===== src/sv/psd_pkg.sv =====
package psd_pkg;

    localparam int COORD_BITS = 16;
    localparam int FRAC_BITS  = 8;

    // Derived widths of the datapath.
    localparam int DIFF_W  = COORD_BITS + 1;          // coordinate difference
    localparam int SQ_W    = 2 * DIFF_W;              // one product
    localparam int LEN_W   = SQ_W + 1;                // sum of two squares
    localparam int MAG_W   = SQ_W + 1;                // cross product and its magnitude
    localparam int DIST_W  = COORD_BITS + FRAC_BITS + 1;
    localparam int QUO_W   = 2 * DIST_W;
    localparam int NUM_W   = QUO_W + LEN_W;

    localparam logic [1:0] PART_END   = 2'd0;
    localparam logic [1:0] PART_START = 2'd1;
    localparam logic [1:0] PART_MID   = 2'd2;

    typedef struct packed {
        logic signed [COORD_BITS-1:0] start_x;
        logic signed [COORD_BITS-1:0] start_y;
        logic signed [COORD_BITS-1:0] end_x;
        logic signed [COORD_BITS-1:0] end_y;
        logic signed [COORD_BITS-1:0] query_x;
        logic signed [COORD_BITS-1:0] query_y;
    } query_t;

    typedef struct packed {
        logic [DIST_W-1:0] distance;
        logic [1:0]        nearest_part;
    } result_t;

    typedef struct packed {
        logic       vld;
        logic [1:0] part;
    } tag_t;

endpackage


===== src/sv/psd_sqrt.sv =====
module psd_sqrt (
    input  logic                           clk,
    input  logic                           rst_n,
    input  logic                           adv,
    input  psd_pkg::tag_t                  tag_in,
    input  logic [psd_pkg::QUO_W-1:0]      rad,
    output psd_pkg::tag_t                  tag_out,
    output logic [psd_pkg::DIST_W-1:0]     root
);
    localparam int DW = psd_pkg::DIST_W;
    localparam int QW = psd_pkg::QUO_W;
    localparam int RW = DW + 2;

    // One root bit per stage, two radicand bits consumed per stage.
    logic [RW-1:0]   rem_in  [DW];
    logic [QW-1:0]   rad_in  [DW];
    logic [DW-1:0]   root_in [DW];
    psd_pkg::tag_t   tag_in_s[DW];
    logic [RW-1:0]   rem_reg [DW];
    logic [QW-1:0]   rad_reg [DW];
    logic [DW-1:0]   root_reg[DW];
    psd_pkg::tag_t   tag_reg [DW];

    for (genvar s = 0; s < DW; s++) begin : g_stage
        logic [RW+1:0] r4;
        logic [RW+1:0] trial;
        logic [RW+1:0] diff;
        logic          ge;
        logic [RW-1:0] rem_next;

        if (s == 0) begin : g_first
            assign rem_in[s]   = '0;
            assign rad_in[s]   = rad;
            assign root_in[s]  = '0;
            assign tag_in_s[s] = tag_in;
        end else begin : g_next
            assign rem_in[s]   = rem_reg[s-1];
            assign rad_in[s]   = rad_reg[s-1];
            assign root_in[s]  = root_reg[s-1];
            assign tag_in_s[s] = tag_reg[s-1];
        end

        always_comb
        begin
            r4       = {rem_in[s], rad_in[s][QW-1:QW-2]};
            trial    = {2'b00, root_in[s], 2'b01};
            diff     = r4 - trial;
            ge       = (r4 >= trial);
            rem_next = ge ? diff[RW-1:0] : r4[RW-1:0];
        end

        always_ff @(posedge clk or negedge rst_n)
        begin
            if (!rst_n)
            begin
                tag_reg[s] <= '0;
            end
            else if (adv)
            begin
                tag_reg[s] <= tag_in_s[s];
            end
        end

        always_ff @(posedge clk)
        begin
            if (adv)
            begin
                rem_reg[s]  <= rem_next;
                rad_reg[s]  <= rad_in[s] << 2;
                root_reg[s] <= {root_in[s][DW-2:0], ge};
            end
        end
    end

    assign tag_out = tag_reg[DW-1];
    assign root    = root_reg[DW-1];

endmodule


===== config.mk =====
export PLATFORM = sky130hd
export DESIGN_NAME = psd_sqrt
export DESIGN_NICKNAME = d
export VERILOG_FILES = /design/src/sv/psd_pkg.sv /design/src/sv/psd_sqrt.sv
export SDC_FILE = /design/constraint.sdc
export NUM_CORES = 2
export LEC_CHECK = 0
export ABC_AREA = 1
export BUFFER_PORTS_ARGS = -buffer_cell sky130_fd_sc_hd__buf_2
export CAP_MARGIN = 40
export CORE_MARGIN = 3
export CORE_UTILIZATION = 30
export DETAILED_ROUTE_END_ITERATION = 8
export GPL_ROUTABILITY_DRIVEN = 0
export MAX_ROUTING_LAYER = met4
export PLACE_DENSITY_LB_ADDON = 0.2
export SLEW_MARGIN = 40
export SYNTH_ARGS = -nofsm -noshare
export SYNTH_HDL_FRONTEND = slang
export SYNTH_SLANG_ARGS = --single-unit
export TNS_END_PERCENT = 5

===== constraint.sdc =====
create_clock -name clk -period 2.15 [get_ports clk]
set_input_delay 0.1075 -clock clk [delete_from_list [all_inputs] [get_ports clk]]
set_output_delay 0.1075 -clock clk [all_outputs]
set_load 0.03 [all_outputs]

# After elaboration in Yosys (flattened, before gate mapping)
# Memory sizes are Yosys's and may differ from the RTL's.
# Cells that the tools add are included.
# word_totals
elab_cells	130
n_memories	3
inputBits	56
mem_bits_rw	2500
ff_bits	75
# memory_table
memory	words	word_bits	rd	rd_clocked_by_memory_dff	write_ports	line	rtl
rad_reg	25	48	24	0	25	psd_sqrt.sv:20	logic [QW-1:0] rad_reg [DW];
rem_reg	25	27	24	0	25	psd_sqrt.sv:19	logic [RW-1:0] rem_reg [DW];
root_reg	25	25	25	0	25	psd_sqrt.sv:21	logic [DW-1:0] root_reg[DW];
# classes
n_addsub	25
magnitude_cmp	25
n_mux	27
# op_table
op	count
29-bit by 27-bit greater-or-equal comparator with 1-bit output	24
27-bit 2-to-1 mux	25
27-bit subtractor	24
2-bit by 1-bit subtractor with 3-bit output (second input constant)	1
2-bit by 1-bit greater-or-equal comparator with 1-bit output (second input constant)	1
1-bit 2-to-1 mux	2

# Longest topological paths before layout
# An unclocked memory read counts as a cell.
# depth
depth_word	3
depth_mapped	16
depth_no_buf	15

# Least setup slack after synthesis
# No wires, ideal clock.
# synth_path
path_kind	register to register
from	memory rem_reg[1][60] (netlist bit)
to	memory rem_reg[1][89] (netlist bit), data pin
t_required_ps	1898
n_path_buf	1
slack_ps	137
stages_incl_launch_ff	13
synth_period_minus_slack_ps	2013
setup_ps	252
arrival_ps	1761
cell_sequence	edfxtp_1 -> ha_1 -> nand2_2 -> inv_1 -> a21oi_2 -> nor2_1 -> nor2_4 -> nand2_1 -> nor2_4 -> nand2_4 -> buf_6 -> nand2_1 -> nand2_1
# synth_rtl
element	line
start, declared	psd_sqrt.sv:19

==> flow_metrics.env <==
export IMPL_layout_setup_ws_ps=-55.1
export IMPL_worstPathArrival_ps=2850
export IMPL_io_pins=84
export IMPL_fin_skew_ps=84.9
export IMPL_synth_flop_cell="edfxtp_1"
export IMPL_peakVddDrop_mv=0.688
export IMPL_final_max_slew_violation_count=0
export IMPL_drc_errors=0
export IMPL_antenna_found_initial=2
export IMPL_whs_ps=117
export IMPL_cts_sinks=1611
export IMPL_drv_cap=0
export IMPL_root_buffer="clkbuf_16"
export IMPL_diodes=0
export IMPL_grt_pass1_wl_um=386000
export IMPL_start_util_pct=30.3
export IMPL_drt_pass1_iterations=6
export IMPL_register_area_mm2=0.0480
export IMPL_synthArstFlopShare_pct=4.66
export IMPL_grt_pass1_vias=70600
export IMPL_cp_slowest_cell="edfxtp_1"
export IMPL_violations="negative setup slack"
export IMPL_multi_input_area_mm2=0.0371
export IMPL_grt_max_degree=80
export IMPL_hpwl_um=189000
export IMPL_clock_path_buffers=4
export IMPL_synth_top_cell_area_share_pct=52.2
export IMPL_status="finished, violations left"
export IMPL_worstMarginPinSlew_ps=548
export IMPL_pre_cts_ws_ps=-273
export IMPL_vias_per_cell=4.44
export IMPL_endpoint_kind="register"
export IMPL_die_h_um=549
export IMPL_fill_cells=28800
export IMPL_core_region_area_mm2=0.292
export IMPL_holdCritPathClass="in2reg"
export IMPL_rows=198
export IMPL_yosysUniqueCellTypes=56
export IMPL_ys_seq_area_share_pct=54.3
export IMPL_die_x_um=549
export IMPL_hold_viol_final=0
export IMPL_syn_avg_cell_area_um2=8.65
export IMPL_post_route_period_util_pct=103
export IMPL_min_period_ps=2210
export IMPL_synthesis_nets=10600
export IMPL_synth_area_top_cells="edfxtp_1 52%, nand2_1 15%, inv_1 7.7%"
export IMPL_path_max_fanout=5
export IMPL_path_cells="ha_1 > nand2_1 > nand2_1 > nand2_1 > nand2_1 > o21ai_0 > nand3_1 > nand2_1 > nand2_1 > nand2_1 > inv_1"
export IMPL_postRouteAntennaNets=0
export IMPL_synth_edff_count=1536
export IMPL_cts_made_buffers=194
export IMPL_max_slew_margin_pct=63.1
export IMPL_worst_path_most_repeated_cell="nand2_1"
export IMPL_wl_per_cell_um=15.4
export IMPL_num_vias=71600
export IMPL_drt_wl_total_um=249000
export IMPL_grt_overflow=0
export IMPL_largest_reg_flops=611
export IMPL_io_buffer_count=83
export IMPL_start_kind="register"
export IMPL_power_density_mw_per_mm2=851
export IMPL_drive_gt1_share_pct=24.0
export IMPL_synth_top_cell_by_area="edfxtp_1"
export IMPL_num_nets_final=12500
export IMPL_detail_route_iter0_violations=5074
export IMPL_worstPathRequired_ps=2790
export IMPL_grt_usage_pct=16.4
export IMPL_rsz0062_at_grt="yes"
export IMPL_cp_slowest_stage_delay_ps=470
export IMPL_clk_latency_ps=890
export IMPL_ys_seq_elements=1611
export IMPL_synthCells=10200
export IMPL_max_clock_freq_ghz=0.454
export IMPL_timing_setup_critical_path_class="reg2reg"
export IMPL_netlist_area_mm2=0.0884
export IMPL_cts_htree_levels=4
export IMPL_total_leakage_power_uw=0.0537
export IMPL_setup_viol=84
export IMPL_synth_warnings=0
export IMPL_cts_tree="done"
export IMPL_clk_pin_slew_ps=60
export IMPL_dieArea_mm2=0.301
export IMPL_area_growth_pct=33.2
export IMPL_finalPower_uw=100000
==> Yosys cell counts, types with 85 or more instances <==
| cell type | count |
|---|---|
| nand2_1 | 3612 |
| o21ai_0 | 141 |
| xor2_1 | 187 |
| nand3_1 | 558 |
| nor2_1 | 788 |
| ha_1 | 352 |
| edfxtp_1 | 1536 |
| nand4_1 | 154 |
| inv_1 | 1802 |
| a21oi_1 | 286 |
| nor3_1 | 103 |
| nand3b_1 | 85 |
==> cells by family (layout without fill, tap and decap cells) <==
logic type | count (synthesis) | after routing | synth area share, %
compound gates | 564 | 565 | 3.63
xor+xnor | 246 | 246 | 2.44
fa+ha+maj | 352 | 352 | 4.98
buf+inv | 1947 | 3952 | 8.75
flops | 1611 | 1611 | 54.3
mux | 5 | 5 | 0.0637
other cells | 1 | 1 | 0.00424
simple gates | 5490 | 5490 | 25.8
==> placed cells by master (no fill, tap or decap), types with 11 or more instances in the layout <==
master and instances:
o21ai_0 120, buf_12 64, and2_1 19, clkbuf_1 34, nand3b_1 85, xor2_1 185
buf_4 1462, nor2_1 681, inv_1 1710, nor2_4 62, nand3_2 34, clkinv_2 29
nand2_1 3394, o21ai_2 11, nand3_1 527, nor3_1 95, dlygate4sd3_1 114, nand4_1 154
nor2_2 118, edfxtp_1 1536, inv_2 124, a21oi_1 232, inv_6 14, a21oi_4 15
ha_1 136, clkbuf_16 205, bufinv_16 25, xnor2_1 59, or2_2 21, nand2_2 220
buf_2 81, buf_6 12, dfrtp_1 75, nand2_4 30, clkinv_1 38, a21oi_2 118
ha_4 212, o21ai_1 49, clkinvlp_4 16
==> what timing repair did <==
action                                  4_1_cts  5_1_grt
endpoints found under the setup margin      466      574
setup buffers                                68       99
gates cloned                                  1       12
gates resized for setup                     361      547
hold buffers                                115        0
pin swaps                                    47      141
endpoints found under the hold margin       561        0
==> worst max-delay path: cells and delay by family (launching register included) <==
kind                       cells  cell delay [ps]
adders and majority gates      1              400
AOI/OAI and AO/OA              1              460
DFF                            1              470
and+or+nand+nor                8              650
buffers and inverters          1               40
==> per-layer routing <==
layer	up-vias	wire [µm]	track usage (%)
li1	36400	-	-
met1	33400	113000	21.3
met2	1493	118000	27.2
met3	390	10300	1.71
met4	0	6610	4.27
met5	-	0	-
==> through the flow <==
step	instance area (µm²)	util (%)	setup TNS (ps)	instances
finish	118000	40.3	-1400	16100
global route	118000	40.3	-34040	16100
CTS	114000	39.2	-2790	16000
detailed placement	104000	35.6	-42120	15500
global placement	104000	35.6	-45200	15500
floorplan	88400	-	0	10200
==> worst paths after layout <==
path                                 from              end  slack, ps  depth (start not counted)
max                        rem_reg[2][82]  rem_reg[2][130]        -60                         11
min                               rad[48]   root_reg[0][0]        120                          3
max reg2reg                rem_reg[2][82]  rem_reg[2][130]        -60                         11
min reg2reg                rad_reg[0][52]  rad_reg[0][102]        370                          0
max in group asynchronous           rst_n     tag_in_s[20]       1560                          4
min in group asynchronous           rst_n     tag_in_s[71]        310                          4
==> report_power, final <==
| part | total, µW | internal, µW | switching, µW |
|---|---|---|---|
| logic | 26000 | 11500 | 14500 |
| clock network | 33200 | 19900 | 13400 |
| registers | 40900 | 38500 | 2460 |
| total | 100000 | 69800 | 30400 |
==> area by class of cell <==
class,count,area share [%]
clock buffer,232,4.30
clock inverter,119,1.19
inverter,1853,5.97
multi-input combinational,6659,31.5
sequential,1611,40.8
tap,3900,4.14
timing repair buffer,1746,12.1
timing repair inverter,2,0.0149
(Power assumes the default switching activity.)
